`src/sv/mlfq_pkg.sv`:
```
package mlfq_pkg;

	// Defaults for the top-level parameters.
	localparam int SLOTS_DEF     = 8;
	localparam int TOP_LEVEL_DEF = 7;

	// Fixed field widths.
	localparam int TIME_W  = 16;
	localparam int WORK_W  = 16;
	localparam int SLOT_W  = 4;
	localparam int LVL_W   = 3;
	localparam int SLICE_W = 8;
	// Slot index inside the chain; wide enough for the largest slot count (16).
	localparam int IDX_W   = 5;

	// Command codes.
	localparam logic CMD_LOAD = 1'b0;
	localparam logic CMD_TICK = 1'b1;

	// Scan token handed from cell to cell.
	typedef struct packed {
		logic [IDX_W-1:0] idx;      // candidate slot, 0 if none
		logic [LVL_W-1:0] lvl;      // level of the candidate
		logic             any_run;  // at least one runnable slot seen
		logic             multi;    // more than one runnable slot seen
		logic             all_fin;  // no slot seen so far has work left
	} tok_t;

	// Tick context, stable for the whole scan.
	typedef struct packed {
		logic              held;
		logic [IDX_W-1:0]  held_idx;
		logic [TIME_W-1:0] t;
	} ctx_t;

	// Load broadcast.
	typedef struct packed {
		logic              we;
		logic [SLOT_W-1:0] slot;
		logic [TIME_W-1:0] arrival;
		logic [WORK_W-1:0] burst;
	} load_t;

	// Run broadcast to the chosen cell.
	typedef struct packed {
		logic             go;
		logic [IDX_W-1:0] idx;
		logic             multi;
	} run_t;

endpackage

```
`src/sv/mlfq_cell.sv`:
```
module mlfq_cell #(
	parameter int TOP_LEVEL = mlfq_pkg::TOP_LEVEL_DEF,
	parameter int IDX       = 1
) (
	input  logic            clk,
	input  logic            arst_n,
	input  logic            tok_vld_i,
	input  mlfq_pkg::tok_t  tok_i,
	input  mlfq_pkg::ctx_t  ctx,
	input  mlfq_pkg::load_t load,
	input  mlfq_pkg::run_t  run,
	output logic            tok_vld_o,
	output mlfq_pkg::tok_t  tok_o,
	output logic            yield_o
);

	localparam logic [mlfq_pkg::IDX_W-1:0] MINE = mlfq_pkg::IDX_W'(IDX);

	logic [mlfq_pkg::TIME_W-1:0]  arr_q;
	logic [mlfq_pkg::WORK_W-1:0]  rem_q;
	logic [mlfq_pkg::LVL_W-1:0]   lvl_q;
	logic [mlfq_pkg::SLICE_W-1:0] slice_q;
	logic                         hungry_q;
	logic                         vld_q;
	mlfq_pkg::tok_t               tok_q;

	logic                         arrived, work, now, mark, hungry_m, rn;
	logic                         load_hit, sel, yield_c, demote;
	logic [mlfq_pkg::WORK_W-1:0]  rem_n;
	logic [mlfq_pkg::SLICE_W-1:0] slice_n;
	mlfq_pkg::tok_t               tok_n;

	always_comb begin
		arrived  = ctx.t >= arr_q;
		work     = rem_q != '0;
		now      = (ctx.t == arr_q) && work;
		mark     = !ctx.held && arrived && (ctx.held_idx != MINE);
		hungry_m = mark || hungry_q || now;
		rn       = (({1'b0, ctx.t} + 17'd1) >= {1'b0, arr_q}) && work;

		tok_n         = tok_i;
		tok_n.any_run = tok_i.any_run || rn;
		tok_n.multi   = tok_i.multi || (tok_i.any_run && rn);
		tok_n.all_fin = tok_i.all_fin && !work;
		// A slot arriving exactly now takes an empty candidate place.
		if (now && tok_n.idx == '0) begin
			tok_n.idx = MINE;
			tok_n.lvl = lvl_q;
		end
		if (arrived && work && !ctx.held) begin
			if (tok_n.idx == '0) begin
				tok_n.idx = MINE;
				tok_n.lvl = lvl_q;
			end else if (tok_n.lvl > lvl_q && hungry_m) begin
				tok_n.idx = MINE;
				tok_n.lvl = lvl_q;
			end
		end
	end

	always_comb begin
		load_hit = load.we && (mlfq_pkg::IDX_W'(load.slot) == MINE);
		sel      = run.go && (run.idx == MINE);
		rem_n    = work ? rem_q - 1'b1 : '0;
		slice_n  = slice_q + 1'b1;
		yield_c  = (slice_n == (mlfq_pkg::SLICE_W'(1) << lvl_q)) || (rem_n == '0);
		demote   = run.multi && (lvl_q < mlfq_pkg::LVL_W'(TOP_LEVEL));
		yield_o  = sel && yield_c;
	end

	always_ff @(posedge clk or negedge arst_n) begin
		if (!arst_n) begin
			arr_q    <= '0;
			rem_q    <= '0;
			lvl_q    <= '0;
			slice_q  <= '0;
			hungry_q <= 1'b0;
		end else if (load_hit) begin
			arr_q    <= load.arrival;
			rem_q    <= load.burst;
			lvl_q    <= '0;
			slice_q  <= '0;
			hungry_q <= 1'b0;
		end else if (tok_vld_i) begin
			hungry_q <= hungry_m;
			if (mark) begin
				slice_q <= '0;
			end
		end else if (sel) begin
			rem_q    <= rem_n;
			hungry_q <= 1'b0;
			if (yield_c) begin
				slice_q <= '0;
				if (demote) begin
					lvl_q <= lvl_q + 1'b1;
				end
			end else begin
				slice_q <= slice_n;
			end
		end
	end

	always_ff @(posedge clk or negedge arst_n) begin
		if (!arst_n) begin
			vld_q <= 1'b0;
		end else begin
			vld_q <= tok_vld_i;
		end
	end

	always_ff @(posedge clk) begin
		if (tok_vld_i) begin
			tok_q <= tok_n;
		end
	end

	assign tok_vld_o = vld_q;
	assign tok_o     = tok_q;

endmodule

```
`src/sv/multilevel_feedback_tick_scheduler_unit.sv`:
```
// Channel | Direction | Handshake          | Payload
// in      | input     | in_valid, in_stall   | command, slot, arrival_time, burst_length
// out     | output    | out_valid, out_stall | run_valid, run_slot, all_done, tick_time
//
// A load command is accepted and its all-zero result registered in ST_PUSH. A tick command
// sends a scan token along the row of slot cells, one cell per cycle, then ST_RUN applies
// the run step to the chosen cell; ST_PUSH and ST_RUN wait while a held result is stalled.
// The input is stalled while a command is in progress; one item is handled at a time.
// The result register lets a new command be accepted while an earlier result waits.
// Asynchronous active-low reset clears every slot, the held slot and the time.
module multilevel_feedback_tick_scheduler_unit #(
	parameter int SLOTS     = mlfq_pkg::SLOTS_DEF,
	parameter int TOP_LEVEL = mlfq_pkg::TOP_LEVEL_DEF
) (
	input  logic                          clk,
	input  logic                          arst_n,
	input  logic                          in_valid,
	output logic                          in_stall,
	input  logic                          command,
	input  logic [mlfq_pkg::SLOT_W-1:0]   slot,
	input  logic [mlfq_pkg::TIME_W-1:0]   arrival_time,
	input  logic [mlfq_pkg::WORK_W-1:0]   burst_length,
	output logic                          out_valid,
	input  logic                          out_stall,
	output logic                          run_valid,
	output logic [mlfq_pkg::SLOT_W-1:0]   run_slot,
	output logic                          all_done,
	output logic [mlfq_pkg::TIME_W-1:0]   tick_time
);

	// Controller states.
	typedef enum logic [3:0] {
		ST_IDLE = 4'b0001,
		ST_SCAN = 4'b0010,
		ST_RUN  = 4'b0100,
		ST_PUSH = 4'b1000
	} state_t;

	state_t                          state_q;
	logic                            cpu_held_q;
	logic [mlfq_pkg::IDX_W-1:0]      held_idx_q;
	logic [mlfq_pkg::TIME_W-1:0]     time_q;

	logic                            out_valid_q;
	logic                            run_valid_q;
	logic [mlfq_pkg::SLOT_W-1:0]     run_slot_q;
	logic                            all_done_q;
	logic [mlfq_pkg::TIME_W-1:0]     tick_time_q;

	logic                            accept, out_free, commit, push, yield_any;
	mlfq_pkg::tok_t                  tok  [0:SLOTS];
	logic                            vld  [0:SLOTS];
	logic [SLOTS-1:0]                yield_vec;
	mlfq_pkg::ctx_t                  ctx;
	mlfq_pkg::load_t                 load;
	mlfq_pkg::run_t                  run;
	mlfq_pkg::tok_t                  fin;

	assign in_stall = (state_q != ST_IDLE);
	assign accept   = in_valid && !in_stall;
	assign out_free = !out_valid_q || !out_stall;

	// The tick context stays still from acceptance until the run step.
	assign ctx.held     = cpu_held_q;
	assign ctx.held_idx = held_idx_q;
	assign ctx.t        = time_q;

	assign load.we      = accept && (command == mlfq_pkg::CMD_LOAD);
	assign load.slot    = slot;
	assign load.arrival = arrival_time;
	assign load.burst   = burst_length;

	// The scan token enters the first cell in the cycle the tick is accepted. A held CPU
	// starts the scan with the held slot as the candidate.
	always_comb begin
		tok[0].idx     = cpu_held_q ? held_idx_q : '0;
		tok[0].lvl     = '0;
		tok[0].any_run = 1'b0;
		tok[0].multi   = 1'b0;
		tok[0].all_fin = 1'b1;
	end
	assign vld[0] = accept && (command == mlfq_pkg::CMD_TICK);

	genvar g;
	generate
		for (g = 0; g < SLOTS; g++) begin : g_cell
			mlfq_cell #(
				.TOP_LEVEL (TOP_LEVEL),
				.IDX       (g + 1)
			) u_cell (
				.clk       (clk),
				.arst_n    (arst_n),
				.tok_vld_i (vld[g]),
				.tok_i     (tok[g]),
				.ctx       (ctx),
				.load      (load),
				.run       (run),
				.tok_vld_o (vld[g+1]),
				.tok_o     (tok[g+1]),
				.yield_o   (yield_vec[g])
			);
		end
	endgenerate

	// The last cell's token holds the tick's outcome until the next scan.
	assign fin       = tok[SLOTS];
	assign commit    = (state_q == ST_RUN) && out_free;
	assign push      = (state_q == ST_PUSH) && out_free;
	assign run.go    = commit && (fin.idx != '0);
	assign run.idx   = fin.idx;
	assign run.multi = fin.multi;
	assign yield_any = |yield_vec;

	always_ff @(posedge clk or negedge arst_n) begin
		if (!arst_n) begin
			state_q    <= ST_IDLE;
			cpu_held_q <= 1'b0;
			held_idx_q <= '0;
			time_q     <= '0;
		end else begin
			unique case (state_q)
				ST_IDLE: begin
					if (accept) begin
						if (command == mlfq_pkg::CMD_LOAD) begin
							// Reloading the held slot releases the CPU.
							if (cpu_held_q &&
							    held_idx_q == mlfq_pkg::IDX_W'(slot)) begin
								cpu_held_q <= 1'b0;
							end
							state_q <= ST_PUSH;
						end else begin
							state_q <= ST_SCAN;
						end
					end
				end
				ST_SCAN: begin
					if (vld[SLOTS]) begin
						state_q <= ST_RUN;
					end
				end
				ST_RUN: begin
					if (out_free) begin
						held_idx_q <= fin.idx;
						cpu_held_q <= (fin.idx != '0) && !yield_any;
						time_q     <= time_q + 1'b1;
						state_q    <= ST_IDLE;
					end
				end
				ST_PUSH: begin
					if (out_free) begin
						state_q <= ST_IDLE;
					end
				end
				default: begin
					state_q <= ST_IDLE;
				end
			endcase
		end
	end

	// Result register.
	always_ff @(posedge clk or negedge arst_n) begin
		if (!arst_n) begin
			out_valid_q <= 1'b0;
		end else if (commit || push) begin
			out_valid_q <= 1'b1;
		end else if (!out_stall) begin
			out_valid_q <= 1'b0;
		end
	end

	always_ff @(posedge clk) begin
		if (commit) begin
			run_valid_q <= (fin.idx != '0);
			run_slot_q  <= fin.idx[mlfq_pkg::SLOT_W-1:0];
			all_done_q  <= fin.all_fin;
			tick_time_q <= time_q;
		end else if (push) begin
			run_valid_q <= 1'b0;
			run_slot_q  <= '0;
			all_done_q  <= 1'b0;
			tick_time_q <= '0;
		end
	end

	assign out_valid = out_valid_q;
	assign run_valid = run_valid_q;
	assign run_slot  = run_slot_q;
	assign all_done  = all_done_q;
	assign tick_time = tick_time_q;

`ifndef SYNTHESIS
	// Only the chosen cell can report a yield.
	a_one_yield: assert property (@(posedge clk) disable iff (!arst_n)
		$onehot0(yield_vec))
		else $error("more than one cell yielded");

	// A held CPU always names a slot.
	a_held_slot: assert property (@(posedge clk) disable iff (!arst_n)
		cpu_held_q |-> (held_idx_q != '0))
		else $error("CPU held without a slot");

	// The token leaves the chain only while the controller waits for it.
	a_scan_end: assert property (@(posedge clk) disable iff (!arst_n)
		vld[SLOTS] |-> (state_q == ST_SCAN))
		else $error("scan token left the chain outside a scan");

	// A tick result that reports a run names a slot.
	a_run_slot: assert property (@(posedge clk) disable iff (!arst_n)
		(out_valid_q && run_valid_q) |-> (run_slot_q != '0))
		else $error("run reported without a slot");

	// A committed tick advances the time by one.
	a_time_step: assert property (@(posedge clk) disable iff (!arst_n)
		commit |=> (time_q == $past(time_q) + 1'b1))
		else $error("time did not advance after a tick");
`endif

endmodule
```
`config.mk`:
```
export PLATFORM = sky130hd
export DESIGN_NAME = multilevel_feedback_tick_scheduler_unit
export DESIGN_NICKNAME = d
export VERILOG_FILES = /design/src/sv/mlfq_pkg.sv /design/src/sv/mlfq_cell.sv /design/src/sv/multilevel_feedback_tick_scheduler_unit.sv
export SDC_FILE = /design/constraint.sdc
export NUM_CORES = 2
export LEC_CHECK = 0
export BUFFER_PORTS_ARGS = -buffer_cell sky130_fd_sc_hd__buf_4
export CAP_MARGIN = 20
export CORE_UTILIZATION = 58
export DETAILED_ROUTE_END_ITERATION = 8
export PLACE_DENSITY = 0.77
export SLEW_MARGIN = 25
export SYNTH_ARGS = -nofsm -noshare
export SYNTH_HDL_FRONTEND = slang
export SYNTH_SLANG_ARGS = --single-unit
```
`constraint.sdc`:
```
create_clock -name clk -period 4 [get_ports clk]
set_input_delay 0.2 -clock clk [delete_from_list [all_inputs] [get_ports clk]]
set_output_delay 0.2 -clock clk [all_outputs]
set_load 0.005 [all_outputs]
```
After elaboration in Yosys (flattened, before gate mapping) --
Cells that the tools add are included.
Word-level totals: register bits after elaboration 492, output and inout port bits 24, bits of input ports 41, logic and storage cells 683
Operators by class: add/subtract/negate cells 26, shifts and indexed selects 8, reductions and logical operators 265, order comparisons 32, multiplexer cells 188, equal/unequal tests 69, bitwise logic cells 1
Operators with widths (count):
- $mux W8 | 72
- $mux W16 | 34
- $ge A17 B16 Y1 | 8
- $eq A16 B16 Y1 | 8
- $ge A16 B16 Y1 | 8
- $logic_not A16 Y1 | 8
- $reduce_bool A16 Y1 | 8
- $sub A16 B1 Y16 const B | 8
- $mux W3 | 40
- $logic_and A1 B1 Y1 | 118
- $logic_not A5 Y1 | 16
- $add A8 B1 Y8 const B | 8
- $eq A8 B8 Y1 | 8
- $shl A1 B3 Y8 const A | 8
- $reduce_bool A2 Y1 | 26
- $logic_or A1 B1 Y1 | 38
- $reduce_and A2 Y1 | 17
- $mux W1 | 33
- $reduce_and A4 Y1 | 8
- $add A3 B1 Y3 const B | 8
- $gt A3 B3 Y1 | 8
- $lt A3 B3 Y1 const B | 8
- $mux W4 | 6
- $reduce_bool A3 Y1 | 8
- other kinds (30) | 77

Longest topological paths before layout --
depth in word-level cells 11, gate-level depth with buffers 19, gate-level depth less buffers 18

Cells and area by module --
From an unflattened synthesis, not the netlist that was laid out.
Unflattened totals: cell total of the unflattened synthesis 4257, area total of the unflattened synthesis 37283.3 um2
Modules (own cells, without submodules):
- mlfq_cell at g_cell[7].u_cell | times used 1, area each 4535.6 um2, cells each 523, sequential area each 1456.4 um2
- mlfq_cell at g_cell[0].u_cell | times used 1, area each 4451.8 um2, cells each 518, sequential area each 1456.4 um2
- mlfq_cell at g_cell[2].u_cell | times used 1, area each 4420.5 um2, cells each 510, sequential area each 1456.4 um2
- mlfq_cell at g_cell[3].u_cell | times used 1, area each 4374.2 um2, cells each 514, sequential area each 1456.4 um2
- mlfq_cell at g_cell[1].u_cell | times used 1, area each 4347.9 um2, cells each 511, sequential area each 1456.4 um2
- mlfq_cell at g_cell[5].u_cell | times used 1, area each 4330.4 um2, cells each 495, sequential area each 1456.4 um2
- mlfq_cell at g_cell[4].u_cell | times used 1, area each 4329.2 um2, cells each 512, sequential area each 1456.4 um2
- mlfq_cell at g_cell[6].u_cell | times used 1, area each 4284.1 um2, cells each 489, sequential area each 1456.4 um2
- multilevel_feedback_tick_scheduler_unit | times used 1, area each 2209.6 um2, cells each 185, sequential area each 1337.5 um2

Least setup slack after synthesis --
OpenSTA, ideal clock, no wires.
path type flip-flop to flip-flop, from reg g_cell[3].u_cell.rem_q[0] in the netlist's numbering, to reg g_cell[3].u_cell.tok_q, in the netlist g_cell[3].u_cell.tok_o[4], data pin, clock period less this slack 4164 ps, data required time 3740 ps, stages on the path, launching flop included 19, path slack -164 ps, path buffers 1, data arrival time 3904 ps, setup time 260 ps, cells stage by stage dfrtp_1 -> inv_1 -> ha_1 -> nor3b_1 -> nand4_1 -> nor4_2 -> and2_1 -> clkbuf_1 -> nor3_1 -> nand2_1 -> nand2_1 -> o21ai_0 -> ha_1 -> nor2b_1 -> o21a_1 -> o21ai_0 -> nor4_1 -> a211oi_1 -> mux2_2
RTL lines:
- start, declared | RTL line mlfq_cell.sv:20 | logic [mlfq_pkg::WORK_W-1:0] rem_q;
- start signal, assigned | RTL line mlfq_cell.sv:80 | rem_q <= load.burst;
- start signal, assigned | RTL line mlfq_cell.sv:90 | rem_q <= rem_n;
- end signal, assigned | RTL line mlfq_cell.sv:113 | tok_q <= tok_n;
- end, declared | RTL line mlfq_cell.sv:25 | mlfq_pkg::tok_t tok_q;

==> qor.yml <==
routing:
  drt-pass1-iter-count: 6
  wirelength_um: 101500
  drt-initial-drc-count: 2900
  route.detailed.wl_per_inst_um: 21.33
  routed-via-count: 30070
  route.detailed.drc: 0
  drt.antenna.violating_nets: 0
  drt-vias-per-instance: 6.322
critical_path:
  cp.arrival_ps: 4240
  crit_path_top_delay_cell: "sky130_fd_sc_hd__dfrtp_1"
  flop2flop_setup_slack_ps: 140
  cp_data_required_time_ps: 4380
  worst_setup_path_end_kind: "flip-flop"
  critPathBufInv: 3
  critical_path.most_common_cell: "sky130_fd_sc_hd__buf_4"
  criticalPathCategory: "flip-flop to flip-flop"
  critical_path.max_stage_delay_ps: 380
  reg2reg_from: "time_q[15]"
  worstPathMaxFanout: 12
  kind_of_start_point_of_the_critical_path: "flip-flop"
  timing.critical_path.from: "time_q[15]"
  timing.critical_path.max_delay_family: "simple AND/OR/NAND/NOR gates"
  cell_chain_critical_path: "buf_4, ha_1, nand4_1, nor4_1, buf_4, nand2_1, nand2_1, o21ai_0, ha_1, nor2b_1, o21a_1, o21ai_0, nor4_1, a211oi_1, buf_4, mux2_2"
hold_path:
  holdCritStartpoint: "slot[1]"
  hold_path_class: "primary input to flip-flop"
finish:
  area_growth_syn_to_layout_pct: 12.85
  layout.nets: 4333
  post_route_cells_drive_above_1_share_pct: 10.39
  stdcell_area_um2: 38000
  layout.core_utilization_pct: 66.88
clock_network:
  clock_sink_count: 491
  cts_made_buffers: 55
  insertion_delay_ps: 620
  cts_max_level: 2
  worst_case_clock_buffer_depth: 3
  path_clk_slew_ps: 60
  tritoncts: "yes"
  root_buffer: "sky130_fd_sc_hd__clkbuf_16"
timing:
  setup_ws_ps: 139.8
  timing.final.crit_share_pct: 96.50
  timing.fmax_ghz: 0.2591
  worst_clock_skew_ps: 27.45
  max-slew-margin-rel_pct: 31.03
  grt_setup_unrepaired: "true"
  finalSetupViolations: 0
  worst_hold_slack_ps: 121.4
  final-max-slew-violation-count: 0
  fin_crit_ps: 3860
  slew_at_the_pin_with_the_worst_max_slew_slack_ps: 1032
  timing_hold_violations_final: 0
job:
  max_cap_viol_count: 0
power_and_ir_drop:
  ir_drop_mv: 0.4466
  power-per-cell-area_nw_per_um2: 481.1
  power.static_leakage_nw: 17.70
  post_layout_total_power_w: 0.01828
global_route:
  grt_pass1_vias: 27920
  grt-ovfl-total: 0
  grt_antenna_before_repair: 9
  maximum_number_of_pins_on_one_net_before_global_route_repair: 98
  grt_pass1_wl_um: 158400
  total_global_route_track_usage_pct: 34.10
logic_synthesis:
  asyncSetResetFlopFracSynth_pct: 78.62
  yosys_warnings: 0
  ys_seq_area_share_pct: 38.05
  post-synth-top-area-cell: "sky130_fd_sc_hd__dfrtp_1"
  post-synth-top-count-cell: "sky130_fd_sc_hd__nand2_1"
  postSynthNetCount: 4190
  synth_top_cells_by_area: "sky130_fd_sc_hd__dfrtp_1, sky130_fd_sc_hd__ha_1, sky130_fd_sc_hd__edfxtp_1, sky130_fd_sc_hd__o21ai_0, sky130_fd_sc_hd__nand2_1"
  synth_enable_flop_cells: 105
  synth-seq-cells: 491
  synth_area_um2: 33670
  number_of_distinct_library_cells_after_synthesis: 90
  netlist_top_cells_count: "sky130_fd_sc_hd__nand2_1, sky130_fd_sc_hd__dfrtp_1, sky130_fd_sc_hd__o21ai_0"
  synthCells: 3807
  proportion_of_netlist_area_held_by_the_largest_area_contributor_pct: 28.61
  post_synth_top_flop: "sky130_fd_sc_hd__dfrtp_1"
  postSynthAreaPerCell_um2: 8.845
placement:
  gp_congestion: 0.9780
  dp.final_hpwl_um: 73540
  dpl-instance-area_um2: 35700
  place_ws_ps: -20.00
  numPortBuffers: 64
floorplanning:
  floorplan.die.height_um: 242.9
  standard_cell_rows: 87
  coreArea_um2: 56820
  die_width_um: 242.9
  die_area_um2: 59020
  start_util_pct: 59.26
  io_pins: 65
outcome:
  outcome: "completed"
-- timing repair --
item,CTS,global route
hold buffers,36,0
pin swaps,0,5
gates resized for setup,1,30
setup endpoints to repair,6,31
gates cloned,0,0
setup buffers,0,2
endpoints found under the hold margin,282,0
-- power by group --
group          switching [W]  internal, W
registers            0.00101      0.00621
clock network        0.00219      0.00289
logic                0.00356      0.00241
-- layout by cell type (no fill, tap or decap), drive strengths merged, types with 28 or more instances in the layout --
master	n
edfxtp	105
dfrtp	385
nor2b	60
buf	225
mux2i	29
a31oi	52
clkbuf	69
nor4	59
o21ai	359
dlygate4sd3	36
nand2	418
a211oi	28
nor2	272
a21o	94
nand2b	31
and3	31
or4	31
and2	58
nand4	85
inv	203
ha	342
or3	48
o21a	50
a21oi	224
xnor2	86
nor3	120
nand3	102
xor2	50
-- metrics by stage --
stage / instances / setup TNS [ps]
final: 4757 / 0
after global routing: 4752 / -129.5
after CTS: 4749 / 0
after detailed placement: 4611 / -36.27
after global placement: 4611 / 0
after floorplan: 3807 / 0
-- routing by layer --
| layer | wire length, µm | track usage [%] | vias to the layer above | share of wire [%] |
|---|---|---|---|---|
| met5 | 22 | 0 | - | 0.022 |
| met4 | 4255 | 14.48 | 4 | 4.2 |
| met3 | 9994 | 6.115 | 262 | 9.9 |
| met2 | 45050 | 52.62 | 1462 | 44 |
| met1 | 42130 | 47.12 | 14260 | 42 |
| li1 | - | - | 14090 | - |
-- worst min-delay path: cells and delay by family --
family | cells | cell delay [ps]
AND/OR/NAND/NOR | 3 | 350
buffers and inverters | 1 | 170
-- flip-flops by register name, summed over array words and instances (netlist names), 5 cells and up --
signal,count
held_idx_q,5
g_cell.u_cell.hungry_q,7
g_cell.u_cell.tok_o,83
tick_time,16
g_cell.u_cell.rem_q,128
g_cell.u_cell.arr_q,128
g_cell.u_cell.slice_q,64
time_q,16
g_cell.u_cell.tok_vld_o,8
g_cell.u_cell.lvl_q,24
-- cell families (layout without fill, tap and decap cells) --
kind of cell	Yosys count	after routing	synth area share, %
AOI/OAI and AO/OA	982	982	17.85
and+or+nand+nor	1424	1424	21.31
buffers and inverters	375	563	4.437
xor gates and xnor gates	145	145	4.143
other	0	6	0
muxes	48	48	1.497
DFF	491	491	38.05
adders and majority gates	342	342	12.71
-- final cells by class --
class | count | area [µm²]
multi-input combinational | 2941 | 19570
sequential | 491 | 12810
timing repair buffer | 261 | 2132
clock inverter | 33 | 285.3
tap | 756 | 945.9
clock buffer | 69 | 1489
antenna | 6 | 15.01
fill | 4621 | 18820
inverter | 200 | 750.7
-- worst paths after layout --
check,endpoint,depth (start not counted)
worst max register to register,g_cell[3].u_cell.tok_o[4],16
worst min register to register,g_cell[4].u_cell.rem_q[5],2
max in group asynchronous,g_cell[0].u_cell.arr_q[9],3
worst max-delay path,g_cell[3].u_cell.tok_o[4],16
min in group asynchronous,g_cell[7].u_cell.slice_q[5],2
worst min-delay path,g_cell[2].u_cell.arr_q[0],4
Power figures use the tool's default switching activity.
